File: src/design/bts_pkg.sv
`timescale 1ns / 1ps
package bts_pkg;

    localparam int FRAC       = 16;
    localparam int PIX_W      = 12;
    localparam int QUO_W      = PIX_W + FRAC;
    localparam int DIV_STAGES = QUO_W;
    localparam int Q_DEPTH    = 4;
    localparam logic [12:0] SCREEN_MAX = 13'd4096;

    typedef enum logic [2:0] {
        CFG_TEX_W,
        CFG_TEX_H,
        CFG_SCR_W,
        CFG_SCR_H,
        CFG_OFF_X,
        CFG_OFF_Y,
        CFG_ZOOM_X,
        CFG_ZOOM_Y
    } t_cfg_idx;

    typedef enum logic {
        ACT_WRITE  = 1'b0,
        ACT_SAMPLE = 1'b1
    } t_action;

    typedef struct packed {
        logic [8:0]         tex_w;
        logic [8:0]         tex_h;
        logic [12:0]        scr_w;
        logic [12:0]        scr_h;
        logic signed [15:0] off_x;
        logic signed [15:0] off_y;
        logic [15:0]        zoom_x;
        logic [15:0]        zoom_y;
    } t_cfg;

    typedef struct packed {
        t_action     action;
        logic [15:0] index;
        logic [31:0] value;
        logic [11:0] px;
        logic [11:0] py;
    } t_req;

    // in_tex: [0] top-left, [1] top-right, [2] bottom-left, [3] bottom-right
    typedef struct packed {
        t_action     action;
        logic [15:0] addr_t;
        logic [15:0] addr_b;
        logic [31:0] value;
        logic [11:0] px;
        logic [11:0] py;
        logic [3:0]  in_tex;
        logic [7:0]  wx;
        logic [7:0]  wy;
    } t_job;

endpackage

File: src/design/bts_queue.sv
`timescale 1ns / 1ps
module bts_queue import bts_pkg::*; (
    input  logic i_clk,
    input  logic i_rst_n,
    input  logic i_push,
    input  t_job i_data,
    output logic o_space,
    input  logic i_pop,
    output logic o_valid,
    output t_job o_data
);

    localparam int QA = $clog2(Q_DEPTH);

    t_job          r_mem [Q_DEPTH];
    logic [QA-1:0] r_wp, r_rp;
    logic [QA:0]   r_cnt;

    assign o_space = (r_cnt != (QA+1)'(Q_DEPTH));
    assign o_valid = (r_cnt != '0);
    assign o_data  = r_mem[r_rp];

    always_ff @(posedge i_clk) begin
        if (!i_rst_n) begin
            r_wp  <= '0;
            r_rp  <= '0;
            r_cnt <= '0;
        end else begin
            if (i_push) r_wp <= r_wp + QA'(1);
            if (i_pop)  r_rp <= r_rp + QA'(1);
            if (i_push && !i_pop)      r_cnt <= r_cnt + (QA+1)'(1);
            else if (!i_push && i_pop) r_cnt <= r_cnt - (QA+1)'(1);
        end
    end

    always_ff @(posedge i_clk) begin
        if (i_push) r_mem[r_wp] <= i_data;
    end

endmodule

File: config.mk
export PLATFORM = sky130hd
export DESIGN_NAME = bts_queue
export DESIGN_NICKNAME = d
export VERILOG_FILES = /design/src/design/bts_pkg.sv /design/src/design/bts_queue.sv
export SDC_FILE = /design/constraint.sdc
export NUM_CORES = 1
export LEC_CHECK = 0
export BUFFER_PORTS_ARGS = -buffer_cell sky130_fd_sc_hd__buf_2
export CORE_ASPECT_RATIO = 0.8
export CORE_MARGIN = 2
export CORE_UTILIZATION = 40
export CTS_CLUSTER_DIAMETER = 120
export CTS_CLUSTER_SIZE = 24
export DETAILED_ROUTE_END_ITERATION = 12
export SKIP_LAST_GASP = 1
export SLEW_MARGIN = 20
export SYNTH_ARGS = -nofsm -noshare
export SYNTH_HDL_FRONTEND = slang
export SYNTH_SLANG_ARGS = --single-unit
File: constraint.sdc
create_clock -name i_clk -period 4.5 [get_ports i_clk]
set_input_delay 0.225 -clock i_clk [delete_from_list [all_inputs] [get_ports i_clk]]
set_output_delay 0.225 -clock i_clk [all_outputs]
set_load 0.005 [all_outputs]
==> impl_metrics.tcl, run 1 <==
set metrics [dict create \
    final_cell_mix "436 x edfxtp_1, 223 x buf_2, 110 x dlygate4sd3_1" \
    leakagePower_nw 6.51 \
    cp-endpoint "o_data[92]" \
    layout_commonest_cell "edfxtp_1" \
    rsz0062_at_grt "false" \
    root_buffer "clkbuf_16" \
    p_per_area_nw_per_um2 398 \
    fin_skew_ns 0.0140 \
    finalCritPeriodShare_pct 60.3 \
    routabilityCongestion 0.687 \
    synth_seq_area_share_pct 82.3 \
    cts_htree_levels 1 \
    synth.distinct_cells 21 \
    clk_latency_ns 0.54 \
    initial_core_util_pct 40.7 \
    dp_hpwl_um 18400 \
    arrival_ns 2.49 \
    r2r_start "r_wp[0]$_SDFFE_PN0P_" \
    core_um2 39600 \
    timing.hold.ws_ns 0.0706 \
    grt-ovfl-total 0 \
    syn_area_per_cell_um2 26.3 \
    cpMaxStageDelayCell "dfxtp_4" \
    path_cells "buf_12 > mux4_2 > buf_2" \
    r2r_slack_ns 2.34 \
    required_ns 4.28 \
    die_x_um 229 \
    cpPeakStageDelay_ns 0.70 \
    grt_pass1_vias 7992 \
    io_pins 224 \
    clock_sinks 445 \
    grt_pass1_wl_um 47300 \
    cts_resized 0 \
    cts_tree "done" \
    ys_warn_count 0 \
    max_slew_margin_pct 35.6 \
    nets 1073 \
    drtIter0Drc 468 \
    r2r-end "r_mem[3][90]$_DFFE_PP_" \
    cts_setup_buffers 0 \
    cts_inserted_buffers 22 \
    placedCellCount 1356 \
    reg2reg_depth 3 \
    grt_usage_pct 14.8 \
    setup_violations 0 \
    io_buffers 223 \
    syn_nets 732 \
    path_clk_slew_ns 0.09 \
    placed_area_um2 17900 \
    drv_slew 0 \
    power_mw 7.82 \
    dr.pass1.iters 4 \
    status "complete, no violations" \
    dieHeight_um 184 \
    cts.path.max_buffers 3 \
    cp_max_fo 49 \
    num_rows 65 \
    drv_cap 0 \
    die_area_um2 42000 \
    end_kind "primary output" \
    peakVddDrop_mv 0.249 \
    area_delta_synth_final_pct 21.9 \
    worstHoldStart "i_pop" \
    wl_um 31200 \
    vias 7357 \
    drive_above_1_share_pct 38.5 \
    worst_slack_ns 1.79 \
    cp-start-kind "flip-flop" \
    tightest_slew_ns 0.966 \
    crit_type "reg -> out" \
    finalCoreUtilization_pct 49.7 \
    fin_setup_tns_ns 0 \
    drc 0 \
    wire_per_inst_um 20.7 \
    hold_class "in -> reg" \
    dp_slack_ns 2.29 \
    max_freq_mhz 369 \
    ys_seq_elements 445 \
    grt_max_degree 96 \
    antenna_found_initial 4 \
    ant_nets 0 \
    fin_crit_ns 2.71 \
    finalHoldViolations 0 \
    netlist_area_um2 16100 \
    stdcell_count 1502 \
    synthCells 613 \
    post_drt_via_cell_ratio 4.90 \
    whs_path_depth 3 \
    final_area_um2 19700 \
]
## state kept, by name, summed over array words and instances, names as in the netlist, named ones only
register  cells
r_mem       436
r_cnt         3
r_rp          2
r_wp          2
## cells in the mapped netlist
cell / instances / share of area, %
mux2i_1: 2 / 0.12
clkbuf_1: 9 / 0.21
dfxtp_1: 9 / 1.1
ha_1: 5 / 0.39
buf_4: 1 / 0.047
fa_1: 1 / 0.12
xnor2_1: 2 / 0.11
nor2_1: 1 / 0.023
nand2_1: 2 / 0.047
buf_8: 1 / 0.093
mux4_2: 109 / 15
edfxtp_1: 436 / 81
buf_2: 11 / 0.34
inv_1: 4 / 0.093
a21boi_0: 1 / 0.047
o21ai_0: 1 / 0.031
or3_1: 2 / 0.078
and2_1: 9 / 0.35
xor2_1: 3 / 0.16
nor2b_1: 2 / 0.078
buf_6: 2 / 0.14
## worst min path at each step
stage	end	slack [ns]
floorplan	r_mem[0][0]$_DFFE_PP_	0.32
global placement	r_mem[0][88]$_DFFE_PP_	0.44
detailed placement	r_mem[3][7]$_DFFE_PP_	0.44
CTS	r_rp[0]$_SDFFE_PN0P_	0.03
global route	r_rp[0]$_SDFFE_PN0P_	0.08
finish	r_rp[0]$_SDFFE_PN0P_	0.07
## cell type report
class | count | area, um^2
fillers | 3221 | 19900
flip-flops and latches | 445 | 13300
multi-input cells | 140 | 2720
repair buffers | 341 | 2350
well taps | 536 | 671
clock buffers | 31 | 606
clock inverters | 1 | 16.3
inverters | 4 | 15.0
diodes | 4 | 10.0
## routing by layer
| layer | up-vias | global-route usage, % | part of all wire, % | routed length [um] |
|---|---|---|---|---|
| met4 | 0 | 2.54 | 1.4 | 451 |
| met5 | - | 0 | 0 | 0 |
| met2 | 164 | 24.4 | 48 | 15000 |
| met1 | 3874 | 20.4 | 45 | 14100 |
| met3 | 26 | 3.50 | 5.2 | 1620 |
| li1 | 3293 | - | - | - |
## logic make-up after synthesis
kind of cell / after synthesis / synth area share (%)
flops: 445 / 82.3
fa+ha+maj: 6 / 0.512
xor+xnor: 5 / 0.272
compound gates: 2 / 0.0776
buf+inv: 28 / 0.923
simple gates: 16 / 0.574
mux: 111 / 15.3
## critical path: cells and delay by family (launching register included)
family / cells / cell delay (ns)
muxes: 1 / 0.62
buffers and inverters: 2 / 0.56
DFF: 1 / 0.70
## timing repair
action,4_1_cts,5_1_grt
setup endpoints to repair,0,0
hold endpoints to repair,445,0
hold buffers,110,0
## report_power, final
| group | switching, mW | internal [mW] | leakage, nW |
|---|---|---|---|
| sequential | 0.0741 | 4.75 | 4.08 |
| combinational | 0.412 | 0.452 | 2.13 |
| clock | 1.18 | 0.947 | 0.300 |
| total | 1.67 | 6.15 | 6.51 |
Power figures use the tool's default switching activity.
==> inputs of run 2 (changes only) <==
==> constraint.sdc (replaced) <==
create_clock -name i_clk -period 2.5 [get_ports i_clk]
set_input_delay 0.125 -clock i_clk [delete_from_list [all_inputs] [get_ports i_clk]]
set_output_delay 0.125 -clock i_clk [all_outputs]
set_load 0.005 [all_outputs]
==> impl_metrics.tcl, run 2 (same netlist as run 1, synthesis figures left out) <==
set metrics [dict create \
    status "complete, no violations" \
    die_area_um2 42000 \
    grt_pass1_wl_um 47700 \
    arrival_ns 2.12 \
    finalCoreUtilization_pct 50.3 \
    grt_pass1_vias 8110 \
    cts_inserted_buffers 22 \
    cp-start-kind "flip-flop" \
    finalHoldViolations 0 \
    cp_max_fo 49 \
    r2r_slack_ns 0.78 \
    max_slew_margin_pct 63.1 \
    path_clk_slew_ns 0.09 \
    ant_nets 0 \
    reg2reg_depth 4 \
    whs_path_depth 2 \
    io_pins 224 \
    final_cell_mix "436 x edfxtp_1, 223 x buf_2, 113 x dlygate4sd3_1" \
    worstHoldStart "i_data[26]" \
    die_x_um 229 \
    drive_above_1_share_pct 39.6 \
    regMostFlops "r_mem" \
    clk_latency_ns 0.55 \
    r2r_start "r_wp[0]$_SDFFE_PN0P_" \
    num_rows 65 \
    hold_path_end "r_mem[3][26]$_DFFE_PP_" \
    fin_setup_tns_ns 0 \
    rsz0062_at_grt "false" \
    routabilityCongestion 0.686 \
    fin_skew_ns 0.0235 \
    initial_core_util_pct 40.7 \
    drc 0 \
    vias 7516 \
    leakagePower_nw 6.66 \
    p_per_area_nw_per_um2 709 \
    drv_cap 0 \
    r2r-end "r_mem[2][74]$_DFFE_PP_" \
    wire_per_inst_um 20.3 \
    finalCritPeriodShare_pct 89.8 \
    layout_commonest_cell "edfxtp_1" \
    stdcell_count 1521 \
    largest_reg_flops 436 \
    fin_crit_ns 2.24 \
    dp_slack_ns 0.779 \
    root_buffer "clkbuf_16" \
    setup_violations 0 \
    hold_class "in -> reg" \
    drtIter0Drc 510 \
    cp_num_buf_inv 2 \
    critPathTopFamily "multiplexers" \
    post_drt_via_cell_ratio 4.94 \
    grt-ovfl-total 0 \
    antenna_found_initial 1 \
    cts_tree "done" \
    clock_sinks 445 \
    cts.path.max_buffers 3 \
    power_mw 14.1 \
    end_kind "primary output" \
    tightest_slew_ns 0.553 \
    cts_resized 0 \
    cpPeakStageDelay_ns 0.58 \
    grt_max_degree 50 \
    cpMaxStageDelayCell "mux4_2" \
    placedCellCount 1376 \
    crit_type "reg -> out" \
    peakVddDrop_mv 0.588 \
    drv_slew 0 \
    area_delta_synth_final_pct 23.6 \
    dr.pass1.iters 4 \
    cts_htree_levels 1 \
    path_cells "buf_12 > mux4_2 > buf_2" \
    grt_usage_pct 14.8 \
    nets 1096 \
    dp_hpwl_um 18600 \
    dieHeight_um 184 \
    worst_slack_ns 0.256 \
    core_um2 39600 \
    wl_um 30900 \
    io_buffers 223 \
    top_regs "r_mem (436), r_cnt (3)" \
    max_freq_mhz 446 \
    required_ns 2.38 \
]
-- run 2: cell count changes in the layout (fill, tap and decap cells not counted), sizes merged --
cell         change
buf             +20
clkbuf           -1
dlygate4sd3      +3
diode            -3
-- run 2: what timing repair did --
action,4_1_cts,5_1_grt
setup buffers,0,0
endpoints found under the hold margin,445,0
hold buffers,113,0
-- run 2: worst max path at each step --
stage / start / end / slack [ns] / depth (start not counted)
after floorplan: r_wp[0]$_SDFFE_PN0P_ / r_mem[2][0]$_DFFE_PP_ / 0.17 / 3
after global placement: r_wp[0]$_SDFFE_PN0P_ / r_mem[2][73]$_DFFE_PP_ / 0.77 / 4
after detailed placement: r_wp[0]$_SDFFE_PN0P_ / r_mem[2][65]$_DFFE_PP_ / 0.78 / 4
after CTS: flip-flop / o_data[85] / 0.19 / 3
after global routing: flip-flop / o_data[103] / 0.12 / 3
final: flip-flop / o_data[69] / 0.26 / 3
-- run 2: per-layer routing --
layer / track usage, % / part of all wire, % / vias up
met5: 0 / 0 / -
met4: 2.54 / 1.7 / 0
met3: 3.18 / 4.7 / 31
met2: 24.4 / 49 / 158
met1: 20.7 / 45 / 3984
li1: - / - / 3343
-- run 2: layout make-up --
cell class | count | area (um^2)
Timing Repair Buffer | 364 | 2630
Inverter | 4 | 15.0
Multi-Input combinational cell | 140 | 2720
Fill cell | 3178 | 19700
Clock inverter | 1 | 16.3
Tap cell | 536 | 671
Sequential cell | 445 | 13300
Clock buffer | 30 | 602
Antenna cell | 1 | 2.50
-- run 2: where the power goes --
part           switching, mW  internal [mW]  leakage (nW)
clock network           2.17           1.70         0.299
logic                  0.782          0.855          2.28
registers             0.0839           8.55          4.08
total                   3.03           11.1          6.66
-- run 2: through the flow --
| step | cell area [um^2] | hold WS (ns) |
|---|---|---|
| final | 19900 | 0.314 |
| after global routing | 19900 | 0.304 |
| after CTS | 19900 | 0.283 |
| after detailed placement | 18200 | 0.341 |
| after global placement | 18200 | 0.340 |
| after floorplan | 16100 | 0.224 |
